`config.mk`:
```
export PLATFORM = sky130hd
export DESIGN_NAME = cmm_ctrl
export DESIGN_NICKNAME = d
export VERILOG_FILES = /design/src/hw/rtl/cmm_pkg.sv /design/src/hw/rtl/cmm_ctrl.sv
export SDC_FILE = /design/constraint.sdc
export NUM_CORES = 1
export LEC_CHECK = 0
export BUFFER_PORTS_ARGS = -buffer_cell sky130_fd_sc_hd__buf_2
export CAP_MARGIN = 25
export CORE_MARGIN = 1.5
export CORE_UTILIZATION = 40
export CTS_BUF_LIST = sky130_fd_sc_hd__clkbuf_8
export DETAILED_ROUTE_END_ITERATION = 12
export SLEW_MARGIN = 5
export SYNTH_ARGS = -nofsm -noshare
export SYNTH_HDL_FRONTEND = slang
export SYNTH_SLANG_ARGS = --single-unit
```
`constraint.sdc`:
```
create_clock -name clk_i -period 2.6 [get_ports clk_i]
set_input_delay 0.13 -clock clk_i [delete_from_list [all_inputs] [get_ports clk_i]]
set_output_delay 0.13 -clock clk_i [all_outputs]
set_load 0.005 [all_outputs]
```
`src/hw/rtl/cmm_pkg.sv`:
```
package cmm_pkg;

  // Field widths of the input and result words
  localparam int unsigned SAMPLE_W = 16;
  localparam int unsigned COEF_W   = 16;
  localparam int unsigned CH_W     = 5;
  localparam int unsigned CNT_W    = 6;
  localparam int unsigned ACC_W    = 40;
  localparam int unsigned MIX_W    = 24;
  localparam int unsigned CFG_IDX_W = 1;

  // Input word kinds (carried on tuser)
  localparam logic MODE_SAMPLE = 1'b0;
  localparam logic MODE_COEF   = 1'b1;

  // Configuration register indexes
  localparam logic [CFG_IDX_W-1:0] REG_NUM_INPUTS  = 1'b0;
  localparam logic [CFG_IDX_W-1:0] REG_NUM_OUTPUTS = 1'b1;

  typedef enum logic [2:0] {
    ST_CLEAR,
    ST_IDLE,
    ST_MAC,
    ST_DRAIN,
    ST_OUT_RD,
    ST_OUT_LD
  } cmm_state_e;

  // Controller to datapath
  typedef struct packed {
    logic            tbl_we;     // write coefficient table
    logic            tbl_clr;    // write zero instead of the input coefficient
    logic            mac_issue;  // start a multiply-accumulate for row/col
    logic            first_col;  // first column of a frame: start from zero
    logic            sample_ld;  // latch the incoming sample
    logic            out_ld;     // load the result register from the row read
    logic            out_last;   // result is the final row of the frame
    logic [CH_W-1:0] row;
    logic [CH_W-1:0] col;
  } cmm_cmd_t;

  // Datapath to controller
  typedef struct packed {
    logic mac_busy;  // multiply-accumulate stages still hold work
    logic out_free;  // result register can take a word this cycle
  } cmm_sts_t;

endpackage

```
`src/hw/rtl/cmm_ctrl.sv`:
```
module cmm_ctrl import cmm_pkg::*; #(
  parameter int unsigned LANES = 32
) (
  input  logic                 clk_i,
  input  logic                 rst_ni,
  input  logic                 cfg_we_i,
  input  logic [CFG_IDX_W-1:0] cfg_idx_i,
  input  logic [CNT_W-1:0]     cfg_data_i,
  input  logic                 in_valid_i,
  output logic                 in_ready_o,
  input  logic                 mode_i,
  input  logic [CH_W-1:0]      coef_row_i,
  input  logic [CH_W-1:0]      coef_col_i,
  output cmm_cmd_t             cmd_o,
  input  cmm_sts_t             sts_i
);

  localparam int unsigned RW    = (LANES > 1) ? $clog2(LANES) : 1;
  localparam int unsigned CLR_W = 2 * RW;

  cmm_state_e       state_q, state_d;
  logic [CH_W-1:0]  pos_q, pos_d;
  logic [CH_W-1:0]  row_q, row_d;
  logic [CLR_W-1:0] clr_q, clr_d;
  logic [CNT_W-1:0] n_in_q, n_out_q;
  logic [CNT_W-1:0] n_in_eff, n_out_eff;

  // Zero counts as one, anything above the lane count saturates
  always_comb begin
    if (n_in_q == '0) begin
      n_in_eff = CNT_W'(1);
    end else if (n_in_q > CNT_W'(LANES)) begin
      n_in_eff = CNT_W'(LANES);
    end else begin
      n_in_eff = n_in_q;
    end
    if (n_out_q == '0) begin
      n_out_eff = CNT_W'(1);
    end else if (n_out_q > CNT_W'(LANES)) begin
      n_out_eff = CNT_W'(LANES);
    end else begin
      n_out_eff = n_out_q;
    end
  end

  always_ff @(posedge clk_i or negedge rst_ni) begin
    if (!rst_ni) begin
      state_q <= ST_CLEAR;
      pos_q   <= '0;
      row_q   <= '0;
      clr_q   <= '0;
      n_in_q  <= CNT_W'(1);
      n_out_q <= CNT_W'(1);
    end else begin
      state_q <= state_d;
      pos_q   <= pos_d;
      row_q   <= row_d;
      clr_q   <= clr_d;
      if (cfg_we_i && cfg_idx_i == REG_NUM_INPUTS) begin
        n_in_q <= cfg_data_i;
      end
      if (cfg_we_i && cfg_idx_i == REG_NUM_OUTPUTS) begin
        n_out_q <= cfg_data_i;
      end
    end
  end

  always_comb begin
    state_d    = state_q;
    pos_d      = pos_q;
    row_d      = row_q;
    clr_d      = clr_q;
    in_ready_o = 1'b0;
    cmd_o      = '0;
    cmd_o.row  = row_q;
    cmd_o.col  = pos_q;
    case (state_q)
      ST_CLEAR: begin
        cmd_o.tbl_we  = 1'b1;
        cmd_o.tbl_clr = 1'b1;
        cmd_o.row     = CH_W'(clr_q[CLR_W-1:RW]);
        cmd_o.col     = CH_W'(clr_q[RW-1:0]);
        clr_d         = clr_q + 1'b1;
        if (&clr_q) begin
          state_d = ST_IDLE;
        end
      end
      ST_IDLE: begin
        in_ready_o = 1'b1;
        if (in_valid_i) begin
          if (mode_i == MODE_COEF) begin
            cmd_o.row = coef_row_i;
            cmd_o.col = coef_col_i;
            // drop writes outside the table
            cmd_o.tbl_we = (7'(coef_row_i) < 7'(LANES)) && (7'(coef_col_i) < 7'(LANES));
          end else begin
            cmd_o.sample_ld = 1'b1;
            row_d           = '0;
            state_d         = ST_MAC;
          end
        end
      end
      ST_MAC: begin
        cmd_o.mac_issue = 1'b1;
        cmd_o.first_col = (pos_q == '0);
        row_d           = row_q + 1'b1;
        if (row_q == CH_W'(LANES - 1)) begin
          state_d = ST_DRAIN;
        end
      end
      ST_DRAIN: begin
        if (!sts_i.mac_busy) begin
          if ((CNT_W'(pos_q) + CNT_W'(1)) < n_in_eff) begin
            pos_d   = pos_q + 1'b1;
            state_d = ST_IDLE;
          end else begin
            pos_d   = '0;
            row_d   = '0;
            state_d = ST_OUT_RD;
          end
        end
      end
      ST_OUT_RD: begin
        state_d = ST_OUT_LD;
      end
      ST_OUT_LD: begin
        if (sts_i.out_free) begin
          cmd_o.out_ld   = 1'b1;
          cmd_o.out_last = (CNT_W'(row_q) + CNT_W'(1)) == n_out_eff;
          if (cmd_o.out_last) begin
            state_d = ST_IDLE;
          end else begin
            row_d   = row_q + 1'b1;
            state_d = ST_OUT_RD;
          end
        end
      end
      default: begin
        state_d = ST_IDLE;
      end
    endcase
  end

endmodule

```
Word level (Yosys, flattened, before mapping). Index checks and enable logic that the tools add are counted.

Add/subtract/negate cells: 5. Order comparisons: 3. Equality and inequality tests: 15. Mux-type cells: 35. Bitwise gates (word level): 2. Reductions and logical operators: 11.

Operator list (count): 5-bit two-way mux (7); 3-bit two-way mux (8); 6-bit two-way mux (4); 10-bit two-way mux (2); 10-bit case mux with 2 select lines (1); 5-bit case mux with 4 select lines (1); 3-bit case mux with 6 select lines (1); 2-bit inequality test (second input constant) (8); 5-bit by 1-bit adder with 6-bit output (second input constant) (2); 6-bit > comparator (second input constant) (2); 6-bit logical NOT (2); 10-bit by 1-bit adder with 10-bit output (second input constant) (1); 5-bit by 1-bit adder with 5-bit output (second input constant) (2); 10-bit AND reduction (1); 1-bit two-way mux (7); 7-bit AND reduction (1); 3-bit by 2-bit == test with 1-bit output (second input constant) (2); 3-bit == test (second input constant) (2); 6-bit == test (1); 6-bit less-than comparator (1); 2-bit two-way mux (3); 6-bit AND reduction (1); 5-bit == test (second input constant) (1); 5-bit logical NOT (1); 7 further kinds (9).

Register bits: 35. Input bits: 24. Word-level logic and storage cells: 77.

Longest topological paths before layout.
Word-level depth: 7. Mapped depth: 10.

Worst setup path after synthesis. OpenSTA, ideal clock, no wires.

Kind: register to register. From: register pos_q[0]. To: register row_q[0]. Arrival: 2.568 ns. Data required time: 2.475 ns. Path slack: -0.093 ns. Stages on the path, launching flop included: 11. Period minus slack after synthesis: 2.693 ns. Path through: dfrtp_1 > ha_1 > nand3_1 > xnor2_1 > ha_1 > nand2_1 > nor3_1 > a2111oi_4 > a31o_2 > a21oi_2 > mux2_4.

Cells in the longest elaborated chain, start to end: 4.

RTL lines: start: declaration (line cmm_ctrl.sv:22) `logic [CH_W-1:0] pos_q, pos_d;`; start signal: assignment (line cmm_ctrl.sv:56) `pos_q <= pos_d;`; 5-bit by 1-bit adder with 6-bit output (line cmm_ctrl.sv:113) `if ((CNT_W'(pos_q) + CNT_W'(1)) < n_in_eff) begin`; 6-bit less-than comparator (line cmm_ctrl.sv:113); 2-bit inequality test (no line); 7-bit AND reduction (no line); end signal: assignment (line cmm_ctrl.sv:57) `row_q <= row_d;`; end: declaration (line cmm_ctrl.sv:23) `logic [CH_W-1:0] row_q, row_d;`.

Every way passes these cells. A chain may end at the register's enable or synchronous reset.

==> impl_metrics.tcl <==
set metrics [dict create \
    total_power_mw 2.734 \
    clock-root-buffer "clkbuf_8" \
    fin_ws_ns 0.08530 \
    finalCritPeriodShare_pct 96.72 \
    min_delay_path_depth 2 \
    hold_viol_final 0 \
    port_buffers 41 \
    ant_nets 0 \
    num_rows 27 \
    synth_area_leaders "dfrtp_1 35%, a22o_1 7.8%, ha_1 5.9%" \
    fin_skew_ns 0.005066 \
    final-setup-viol-count 0 \
    synthCells 243 \
    fp.dieH_um 79.69 \
    r2r_slack_ns 0.11 \
    synth.most_common_cell "dfrtp_1" \
    cts_made_buffers 5 \
    fmax_mhz 397.7 \
    crit_path_max_fanout 4 \
    clockBufferDepth 2 \
    yosys-top-cells-count "33 x dfrtp_1, 27 x nand2_1, 21 x a22o_1" \
    die_w_um 79.69 \
    dieArea_mm2 0.006350 \
    irDropWorstVdd_v 0.0004350 \
    grt_max_degree 36 \
    clockPowerShare_pct 16.1 \
    synth_top_cell_by_area "dfrtp_1" \
    drtIter0Drc 93 \
    synth_area_mm2 0.002352 \
    avgSynthCellArea_um2 9.680 \
    critPathKind "reg -> out" \
    n_fill_cell 534 \
    cp-end-kind "primary output" \
    cts_tree "yes" \
    wire_per_inst_um 14.85 \
    ios 42 \
    layout.nets 332 \
    drtPass1Iterations 4 \
    p_sw_mw 1.134 \
    cp-start-kind "flip-flop" \
    grt_pass1_vias 1858 \
    power_frac_comb_pct 53.4 \
    yosysSeqAreaShare_pct 37.34 \
    syn2layout_area_growth_pct 24.26 \
    ys.flop_type "dfrtp_1" \
    drive_gt1_share_pct 34.90 \
    clk_pin_slew_ns 0.07 \
    p_per_area_mw_per_mm2 935.6 \
    maxSlewHeadroom_pct 47.42 \
    ys_seq_elements 35 \
    r2r_cells 9 \
    synth_warnings 0 \
    power.internal_mw 1.600 \
    ys_types 49 \
    rsz0062_at_grt "true" \
    via_count 2041 \
    initial_core_util_pct 42.20 \
    ys_async_sr_fraction_pct 100.0 \
    vias_per_cell 5.516 \
    antenna_found_initial 0 \
    drc_errors 0 \
    worst_pin_slew_ns 0.7887 \
    clock_latency_ns 0.29 \
    final_max_slew_viol_count 0 \
    synth_nets 278 \
    synth-edff-count 0 \
    p_leak_nw 1.356 \
    gp_congestion 0.8634 \
    cts.sinks 35 \
    core_mm2 0.005574 \
    maxCapViolCount 0 \
    netlist.area_leader.share_pct 35.11 \
    hp-class "in -> reg" \
    grt_util_all_layers_pct 18.46 \
    antenna_cells 0 \
    p_sw_share_pct 41.48 \
    dp_worst_setup_slack_ns 0.03775 \
    htreeDepth 2 \
    final.min_clock_period_ns 2.515 \
    p_seq_share_pct 30.5 \
    grt_pass1_wl_um 9066 \
    hpwl_um 4222 \
    crit_arrival_ns 2.38 \
    cp.required_ns 2.47 \
    grt-ovfl-total 0 \
    status "finished clean" \
    wl_um 5493 \
]
sequential cells by signal (all words and copies together), names as in the netlist:
| name | cells |
|---|---|
| n_out_q | 6 |
| clr_q | 10 |
| row_q | 5 |
| n_in_q | 6 |
| pos_q | 5 |
| state_q | 3 |
what timing repair did:
item                                    in CTS  in global routing
endpoints found under the setup margin       0                  7
resized for setup                            0                 15
hold buffers                                 1                  0
hold endpoints to repair                    33                  0
buffers inserted                             0                  2
worst max-delay path, cell delays in order (launching register included):
cell and delay, ns:
dfrtp_1 0.38, ha_2 0.19, and3_4 0.19, ha_4 0.26, inv_2 0.04, a22oi_2 0.12, o2111ai_2 0.18, a211oi_4 0.32
buf_6 0.16, and3_4 0.18, buf_6 0.08
per-stage QoR:
stage	hold slack [ns]	TNS (ns)	utilization (%)	instances	cell area [µm²]
after detailed placement	0.2628	0	48.75	359	2718
after global routing	0.08675	-0.1019	52.44	370	2923
after floorplan	-0.1656	0	-	243	2357
after global placement	0.2518	0	48.75	359	2718
after CTS	0.07839	0	50.80	368	2831
final	0.09003	0	52.44	370	2923
cell families (layout without fill, tap and decap cells):
| group | after synthesis | count (layout) | synth area share [%] |
|---|---|---|---|
| flops | 35 | 35 | 37.34 |
| compound gates | 59 | 59 | 20.69 |
| simple gates | 86 | 86 | 18.99 |
| buf+inv | 21 | 76 | 3.510 |
| fa+ha+maj | 11 | 11 | 5.851 |
| xor+xnor | 16 | 16 | 5.957 |
| mux | 15 | 15 | 7.659 |
area by class of cell:
type / instances / area [µm²] / area share, %
clock inverters: 1 / 7.507 / 0.2568
flip-flops and latches: 35 / 879.6 / 30.09
repair buffers: 58 / 345.3 / 11.82
inverters: 10 / 37.54 / 1.284
multi-input cells: 187 / 1466 / 50.17
well taps: 72 / 90.09 / 3.082
clock buffers: 7 / 96.34 / 3.296
placed cells by master, fill, tap and decap left out, drive strengths merged, types with 9 or more instances in the layout:
cell | netlist | routed
inv | 10 | 10
a22o | 21 | 21
xnor2 | 10 | 10
ha | 11 | 11
nor2 | 15 | 15
o21ai | 9 | 9
dfrtp | 33 | 33
mux2 | 15 | 15
nand2 | 27 | 27
buf | 3 | 57
path summary, 6_finish.rpt:
check                               from    endpoint
min in group asynchronous         rst_ni    clr_q[1]
hold / removal             cfg_data_i[4]  n_out_q[4]
max in group asynchronous         rst_ni    pos_q[2]
setup / recovery                row_q[1]   cmd_o[10]
setup reg to reg                pos_q[0]  state_q[2]
hold reg to reg                 clr_q[6]    clr_q[6]
layer usage:
| layer | share of wire [%] | global-route usage [%] | vias up |
|---|---|---|---|
| met2 | 47 | 28.47 | 32 |
| met1 | 48 | 26.20 | 996 |
| met5 | 0 | 0 | - |
| met3 | 3.2 | 3.429 | 7 |
| met4 | 1.3 | 5.439 | 0 |
| li1 | - | - | 1006 |
power groups by stage:
stage / logic (mW) / clock network (mW) / registers (mW)
final: 1.46 / 0.441 / 0.834
after global routing: 1.62 / 0.483 / 0.857
after CTS: 1.42 / 0.452 / 0.826
after detailed placement: 1.41 / 0 / 0.838
after global placement: 1.40 / 0 / 0.834
after floorplan: 0.962 / 0 / 0.803
Note: power is estimated with default switching activity, not from simulation.
